===== config.mk =====
export PLATFORM = sky130hd
export DESIGN_NAME = integer_power_by_squaring
export DESIGN_NICKNAME = d
export VERILOG_FILES = /design/src/sv/ips_pkg.sv /design/src/sv/integer_power_by_squaring.sv /design/src/sv/ips_mul.sv
export SDC_FILE = /design/constraint.sdc
export NUM_CORES = 2
export LEC_CHECK = 0
export ABC_AREA = 1
export ABC_CLOCK_PERIOD_IN_PS = 8100
export BUFFER_PORTS_ARGS = -buffer_cell sky130_fd_sc_hd__buf_2
export CORE_MARGIN = 2
export CORE_UTILIZATION = 35
export DETAILED_ROUTE_END_ITERATION = 16
export GPL_TIMING_DRIVEN = 1
export HOLD_SLACK_MARGIN = 0.02
export PLACE_DENSITY = 0.59
export RECOVER_POWER = 100
export SYNTH_ARGS = -nofsm -noshare
export SYNTH_HDL_FRONTEND = slang
export SYNTH_HIERARCHICAL = 1
export SYNTH_SLANG_ARGS = --single-unit

===== constraint.sdc =====
create_clock -name i_clk -period 8.1 [get_ports i_clk]
set_input_delay 1.62 -clock i_clk [delete_from_list [all_inputs] [get_ports i_clk]]
set_output_delay 1.62 -clock i_clk [all_outputs]
set_load 0.05 [all_outputs]

===== src/sv/ips_pkg.sv =====
package ips_pkg;

    localparam int DATA_W = 64;
    localparam int HALF_W = DATA_W / 2;
    localparam int EXP_W  = 32;
    localparam int PC_W   = 3;

    // what a step waits for before it completes
    localparam logic [1:0] W_NONE = 2'd0;
    localparam logic [1:0] W_IN   = 2'd1;
    localparam logic [1:0] W_MUL  = 2'd2;
    localparam logic [1:0] W_OUT  = 2'd3;

    // where the step counter goes once the step completes
    localparam logic [1:0] B_SEQ   = 2'd0;
    localparam logic [1:0] B_JMP   = 2'd1;
    localparam logic [1:0] B_EZERO = 2'd2;
    localparam logic [1:0] B_EBIT0 = 2'd3;

    // program steps
    localparam logic [PC_W-1:0] S_IDLE = 3'd0;
    localparam logic [PC_W-1:0] S_TEST = 3'd1;
    localparam logic [PC_W-1:0] S_TBIT = 3'd2;
    localparam logic [PC_W-1:0] S_MACC = 3'd3;
    localparam logic [PC_W-1:0] S_MSQ  = 3'd4;
    localparam logic [PC_W-1:0] S_EMIT = 3'd5;

    typedef struct packed {
        logic [1:0]      wait_on;
        logic [1:0]      branch;
        logic [PC_W-1:0] target;
        logic            load;
        logic            go;
        logic            sel_sq;
        logic            wr_acc;
        logic            wr_sq;
        logic            shift_e;
        logic            emit;
    } t_uop;

    function automatic t_uop ucode(input logic [PC_W-1:0] pc);
        t_uop u;
        u = '0;
        case (pc)
            S_IDLE: begin
                u.wait_on = W_IN;
                u.load    = 1'b1;
            end
            S_TEST: begin
                u.branch = B_EZERO;
                u.target = S_EMIT;
            end
            S_TBIT: begin
                u.branch = B_EBIT0;
                u.target = S_MSQ;
            end
            S_MACC: begin
                u.wait_on = W_MUL;
                u.go      = 1'b1;
                u.wr_acc  = 1'b1;
            end
            S_MSQ: begin
                u.wait_on = W_MUL;
                u.branch  = B_JMP;
                u.target  = S_TEST;
                u.go      = 1'b1;
                u.sel_sq  = 1'b1;
                u.wr_sq   = 1'b1;
                u.shift_e = 1'b1;
            end
            S_EMIT: begin
                u.wait_on = W_OUT;
                u.branch  = B_JMP;
                u.target  = S_IDLE;
                u.emit    = 1'b1;
            end
            default: begin
                u.branch = B_JMP;
                u.target = S_IDLE;
            end
        endcase
        return u;
    endfunction

endpackage


===== src/sv/integer_power_by_squaring.sv =====
// channel  direction  handshake          payload
// input    in         i_valid / o_stall  i_base (s64), i_exponent (u32)
// output   out        o_valid / i_stall  o_power (s64)
//
// one item at a time; microcode scans the exponent lsb first, testing each bit in S_TEST and S_TBIT
// a squaring and a set bit each run on the shared 32x32 multiplier
// i_rst_n is synchronous; o_stall is high whenever the sequencer is not idle
// a finished result waits in the output register while i_stall is high
module integer_power_by_squaring
    import ips_pkg::*;
(
    input  logic                     i_clk,
    input  logic                     i_rst_n,
    input  logic                     i_valid,
    output logic                     o_stall,
    input  logic signed [DATA_W-1:0] i_base,
    input  logic        [EXP_W-1:0]  i_exponent,
    output logic                     o_valid,
    input  logic                     i_stall,
    output logic signed [DATA_W-1:0] o_power
);

    logic [PC_W-1:0]   r_pc;
    logic [PC_W-1:0]   n_pc;
    logic [DATA_W-1:0] r_acc;
    logic [DATA_W-1:0] r_sq;
    logic [EXP_W-1:0]  r_e;
    logic [DATA_W-1:0] r_power;
    logic              r_out_valid;
    logic              n_out_valid;
    t_uop              uop;
    logic              step_done;
    logic              taken;
    logic              mul_done;
    logic [DATA_W-1:0] mul_p;

    assign uop = ucode(r_pc);

    ips_mul u_mul (
        .i_clk   (i_clk),
        .i_rst_n (i_rst_n),
        .i_go    (uop.go),
        .i_a     (uop.sel_sq ? r_sq : r_acc),
        .i_b     (r_sq),
        .o_p     (mul_p),
        .o_done  (mul_done)
    );

    always_comb begin
        case (uop.wait_on)
            W_NONE:  step_done = 1'b1;
            W_IN:    step_done = i_valid;
            W_MUL:   step_done = mul_done;
            W_OUT:   step_done = !r_out_valid || !i_stall;
            default: step_done = 1'b1;
        endcase
    end

    always_comb begin
        case (uop.branch)
            B_SEQ:   taken = 1'b0;
            B_JMP:   taken = 1'b1;
            B_EZERO: taken = (r_e == '0);
            B_EBIT0: taken = !r_e[0];
            default: taken = 1'b0;
        endcase
    end

    always_comb begin
        n_pc = r_pc;
        if (step_done) begin
            n_pc = taken ? uop.target : r_pc + PC_W'(1);
        end
    end

    assign n_out_valid = (r_out_valid && i_stall) || (uop.emit && step_done);

    always_ff @(posedge i_clk) begin
        if (!i_rst_n) begin
            r_pc        <= S_IDLE;
            r_out_valid <= 1'b0;
        end else begin
            r_pc        <= n_pc;
            r_out_valid <= n_out_valid;
        end
    end

    always_ff @(posedge i_clk) begin
        if (step_done) begin
            if (uop.load) begin
                r_acc <= DATA_W'(1);
                r_sq  <= i_base;
                r_e   <= i_exponent;
            end
            if (uop.wr_acc) begin
                r_acc <= mul_p;
            end
            if (uop.wr_sq) begin
                r_sq <= mul_p;
            end
            if (uop.shift_e) begin
                r_e <= r_e >> 1;
            end
            if (uop.emit) begin
                r_power <= r_acc;
            end
        end
    end

    assign o_stall = (r_pc != S_IDLE);
    assign o_valid = r_out_valid;
    assign o_power = r_power;

endmodule


===== src/sv/ips_mul.sv =====
module ips_mul
    import ips_pkg::*;
(
    input  logic              i_clk,
    input  logic              i_rst_n,
    input  logic              i_go,
    input  logic [DATA_W-1:0] i_a,
    input  logic [DATA_W-1:0] i_b,
    output logic [DATA_W-1:0] o_p,
    output logic              o_done
);

    // low half of a full-width product from three half-width products,
    // one 32x32 multiplier shared by the three products in turn
    logic [1:0]          r_ph;
    logic [1:0]          n_ph;
    logic [DATA_W-1:0]   r_prod;
    logic [DATA_W-1:0]   r_sum;
    logic [HALF_W-1:0]   mul_a;
    logic [HALF_W-1:0]   mul_b;
    logic [DATA_W-1:0]   mul_p;
    logic [HALF_W-1:0]   hi_sum;

    always_comb begin
        case (r_ph)
            2'd0: begin
                mul_a = i_a[HALF_W-1:0];
                mul_b = i_b[HALF_W-1:0];
            end
            2'd1: begin
                mul_a = i_a[HALF_W-1:0];
                mul_b = i_b[DATA_W-1:HALF_W];
            end
            default: begin
                mul_a = i_a[DATA_W-1:HALF_W];
                mul_b = i_b[HALF_W-1:0];
            end
        endcase
    end

    assign mul_p  = DATA_W'(mul_a) * DATA_W'(mul_b);
    assign hi_sum = r_sum[DATA_W-1:HALF_W] + r_prod[HALF_W-1:0];
    assign o_done = i_go && (r_ph == 2'd3);
    assign o_p    = {hi_sum, r_sum[HALF_W-1:0]};
    assign n_ph   = i_go ? r_ph + 2'd1 : 2'd0;

    always_ff @(posedge i_clk) begin
        if (!i_rst_n) begin
            r_ph <= 2'd0;
        end else begin
            r_ph <= n_ph;
        end
    end

    always_ff @(posedge i_clk) begin
        if (i_go) begin
            r_prod <= mul_p;
            if (r_ph == 2'd1) begin
                r_sum <= r_prod;
            end else if (r_ph == 2'd2) begin
                r_sum <= o_p;
            end
        end
    end

endmodule


==> run metrics <==
CP max stage cell=fa_1; run status=finished with violations; Fin. Hold Viols=0; Yosys reg bits=358; worst clock skew=0.0190 ns; uppermost routed layer=met4; most numerous cell in the Yosys netlist=nand2_1; routed wire length=185,000 µm; vias in the first global route=43,200; final routed DRC violation total=0; Root Driver=clkbuf_16; Syn Inst Count=6,387; critical path class=reg -> reg; Layout Nets=8,126; fin. max-slew vios=34; ys async rst share=0; WL/cell=21.1 µm; metal2 WL=85,100 µm; Synthesized Nets=7,689; CTS HTree Levels=2; initial antenna violation count=0; area leader, netlist=fa_1; top cells by area, synth=fa_1 (34%), edfxtp_1 (20%), nand2_1 (14%), inv_1 (10%), ha_1 (7.3%); core area=148,000 µm²; TritonRoute pass-1 iters=6; setup ws final=0.226 ns; # Max-Cap Violations=1; final cell count without fillers=8,781; HP Class=reg -> reg; worst rel slew slack=-0.318; Seq/Total Area, Yosys=0.204; I/O Buffers=165; met1 WL=80,700 µm; Avg Inst Size Synth=8.20 µm²; die width=391 µm; number of instances in the placed design=8,680; worst-case clock buffer depth=3; Die ar.=153,000 µm²; Top FF cell, synth=edfxtp_1; Slew @ Worst Pin=1.98 ns; Worst path max stage delay=0.60 ns; synth-to-layout area growth=16.0%; Initial Util=0.353; Fmax=0.127 GHz; Synth top cells by count=nand2_1 (1,932), inv_1 (1,442), fa_1 (897); violated checks=capacitance limit, slew limit; TritonCTS clock tree=built; gr usage total=0.243; CTS Buf Count=38; via count=42,600; Skew-Pair Late Insertion Delay=0.54 ns; first-pass GRT wire length=275,000 µm; hpwl dp=159,000 µm; setup TNS=0 ns; signal arrival time at the worst endpoint=8.16 ns; Final GP Congestion=0.991; ratio of cells with drive above 1 in the final layout=0.140; vias per cell=4.85; CP Launch Type=register; die height=391 µm; number of synthesized flops with an enable pin=352; clk slew on worst S/H paths=0.06 ns; setup slack at placement=-0.285 ns; placed inst area=58,300 µm²; Setup-failing EPs final=0; Synth warnings=6; Sink Count=358; Post-Layout Inst Area=60,700 µm²; pin count of the biggest net entering global routing=72; Met3 Wirelength=12,200 µm; Critical Path End Type=register; Yosys top cell area share=0.343; grt total ovfl=0; Initial DRC Count=3,639; hold buffers post-CTS=0; CP Max Fanout=22; IO Pins=166; Period minus WS final=7.87 ns; Synth cell types=39; Routed Antenna Nets=0; Critical Path RT=8.39 ns; CP dominant cell by count=fa_1; Tcrit/Tclk final=0.972; Cell Area, Synth=52,400 µm²; FP Rows=141
## final timing paths
kind                                 from          endpoint  slack (ns)  depth (start not counted)
worst min-delay path            r_acc[63]       o_power[63]        0.45                          0
worst min register to register  r_acc[63]       o_power[63]        0.45                          0
worst max-delay path              r_pc[0]  u_mul/r_prod[24]        0.23                         34
worst max register to register    r_pc[0]  u_mul/r_prod[24]        0.23                         34
## state kept, by name, indices dropped and copies added, names as in the netlist
| name | count |
|---|---|
| o_power | 64 |
| o_valid | 1 |
| r_acc | 64 |
| r_e | 32 |
| r_pc | 3 |
| r_sq | 64 |
| u_mul/r_ph | 2 |
| u_mul/r_prod | 64 |
| u_mul/r_sum | 64 |
## worst max-delay path: cells and delay by family, from the launching register on
family | cells | cell delay, ns
flip-flops | 1 | 0.32
XOR/XNOR | 1 | 0.16
buffers and inverters | 12 | 1.27
adder cells (fa/ha/maj) | 10 | 4.56
AND/OR/NAND/NOR | 9 | 0.97
AO/OA/AOI/OAI | 2 | 0.29
## metrics by stage
step	hold slack, ns	utilization
final	0.455	0.410
after global routing	0.465	0.410
after CTS	0.456	0.402
after detailed placement	0.436	0.393
after global placement	0.435	0.393
after floorplan	0.427	-
## repair_timing
item / CTS / global route
pin swaps: 4 / 46
setup endpoints to repair: 22 / 46
gates resized for setup: 35 / 197
cloned: 0 / 4
setup buffers: 8 / 23
## per-layer routing
layer | track usage | vias up
met3 | 0.0276 | 256
met1 | 0.343 | 21300
met4 | 0.0791 | 0
met5 | 0 | -
met2 | 0.388 | 1593
li1 | - | 19400
## area by class of cell
type	instances	area [µm²]
antenna	1	2.50
clock buffer	46	1000
clock inverter	20	151
fill	15000	87500
inverter	1480	5630
multi-input combinational	4294	35400
sequential	358	10700
tap	1930	2410
timing repair buffer	652	5430
## cells by family after synthesis
family	count (synthesis)	synth area share
AO/OA/AOI/OAI	169	0.0216
XOR/XNOR	51	0.00853
AND/OR/NAND/NOR	2872	0.214
adder cells (fa/ha/maj)	1202	0.416
buffers and inverters	1735	0.136
flip-flops	358	0.204
## placed cells by master (no fill, tap or decap), types with 11 or more instances in the layout
cell type  instances
a21oi_1           66
and2_1            15
buf_12            62
buf_2            164
buf_4            399
buf_6             15
clkbuf_16         42
edfxtp_1         352
fa_1             880
fa_2              17
ha_1             273
ha_4              25
inv_1           1429
inv_2             28
inv_4             17
nand2_1         1904
nand2_2           25
nand3_1           93
nand4_1           11
nor2_1           703
nor2_2            20
nor2_4            12
nor3_1            19
o21ai_0           14
o21ai_1           15
o21ai_2           33
o21ai_4           21
or2_1             26
xnor2_1           11
xor2_1            36
Power is not shown: default switching activity piles up to over one toggle a cycle in this logic, so the estimate is an artifact.
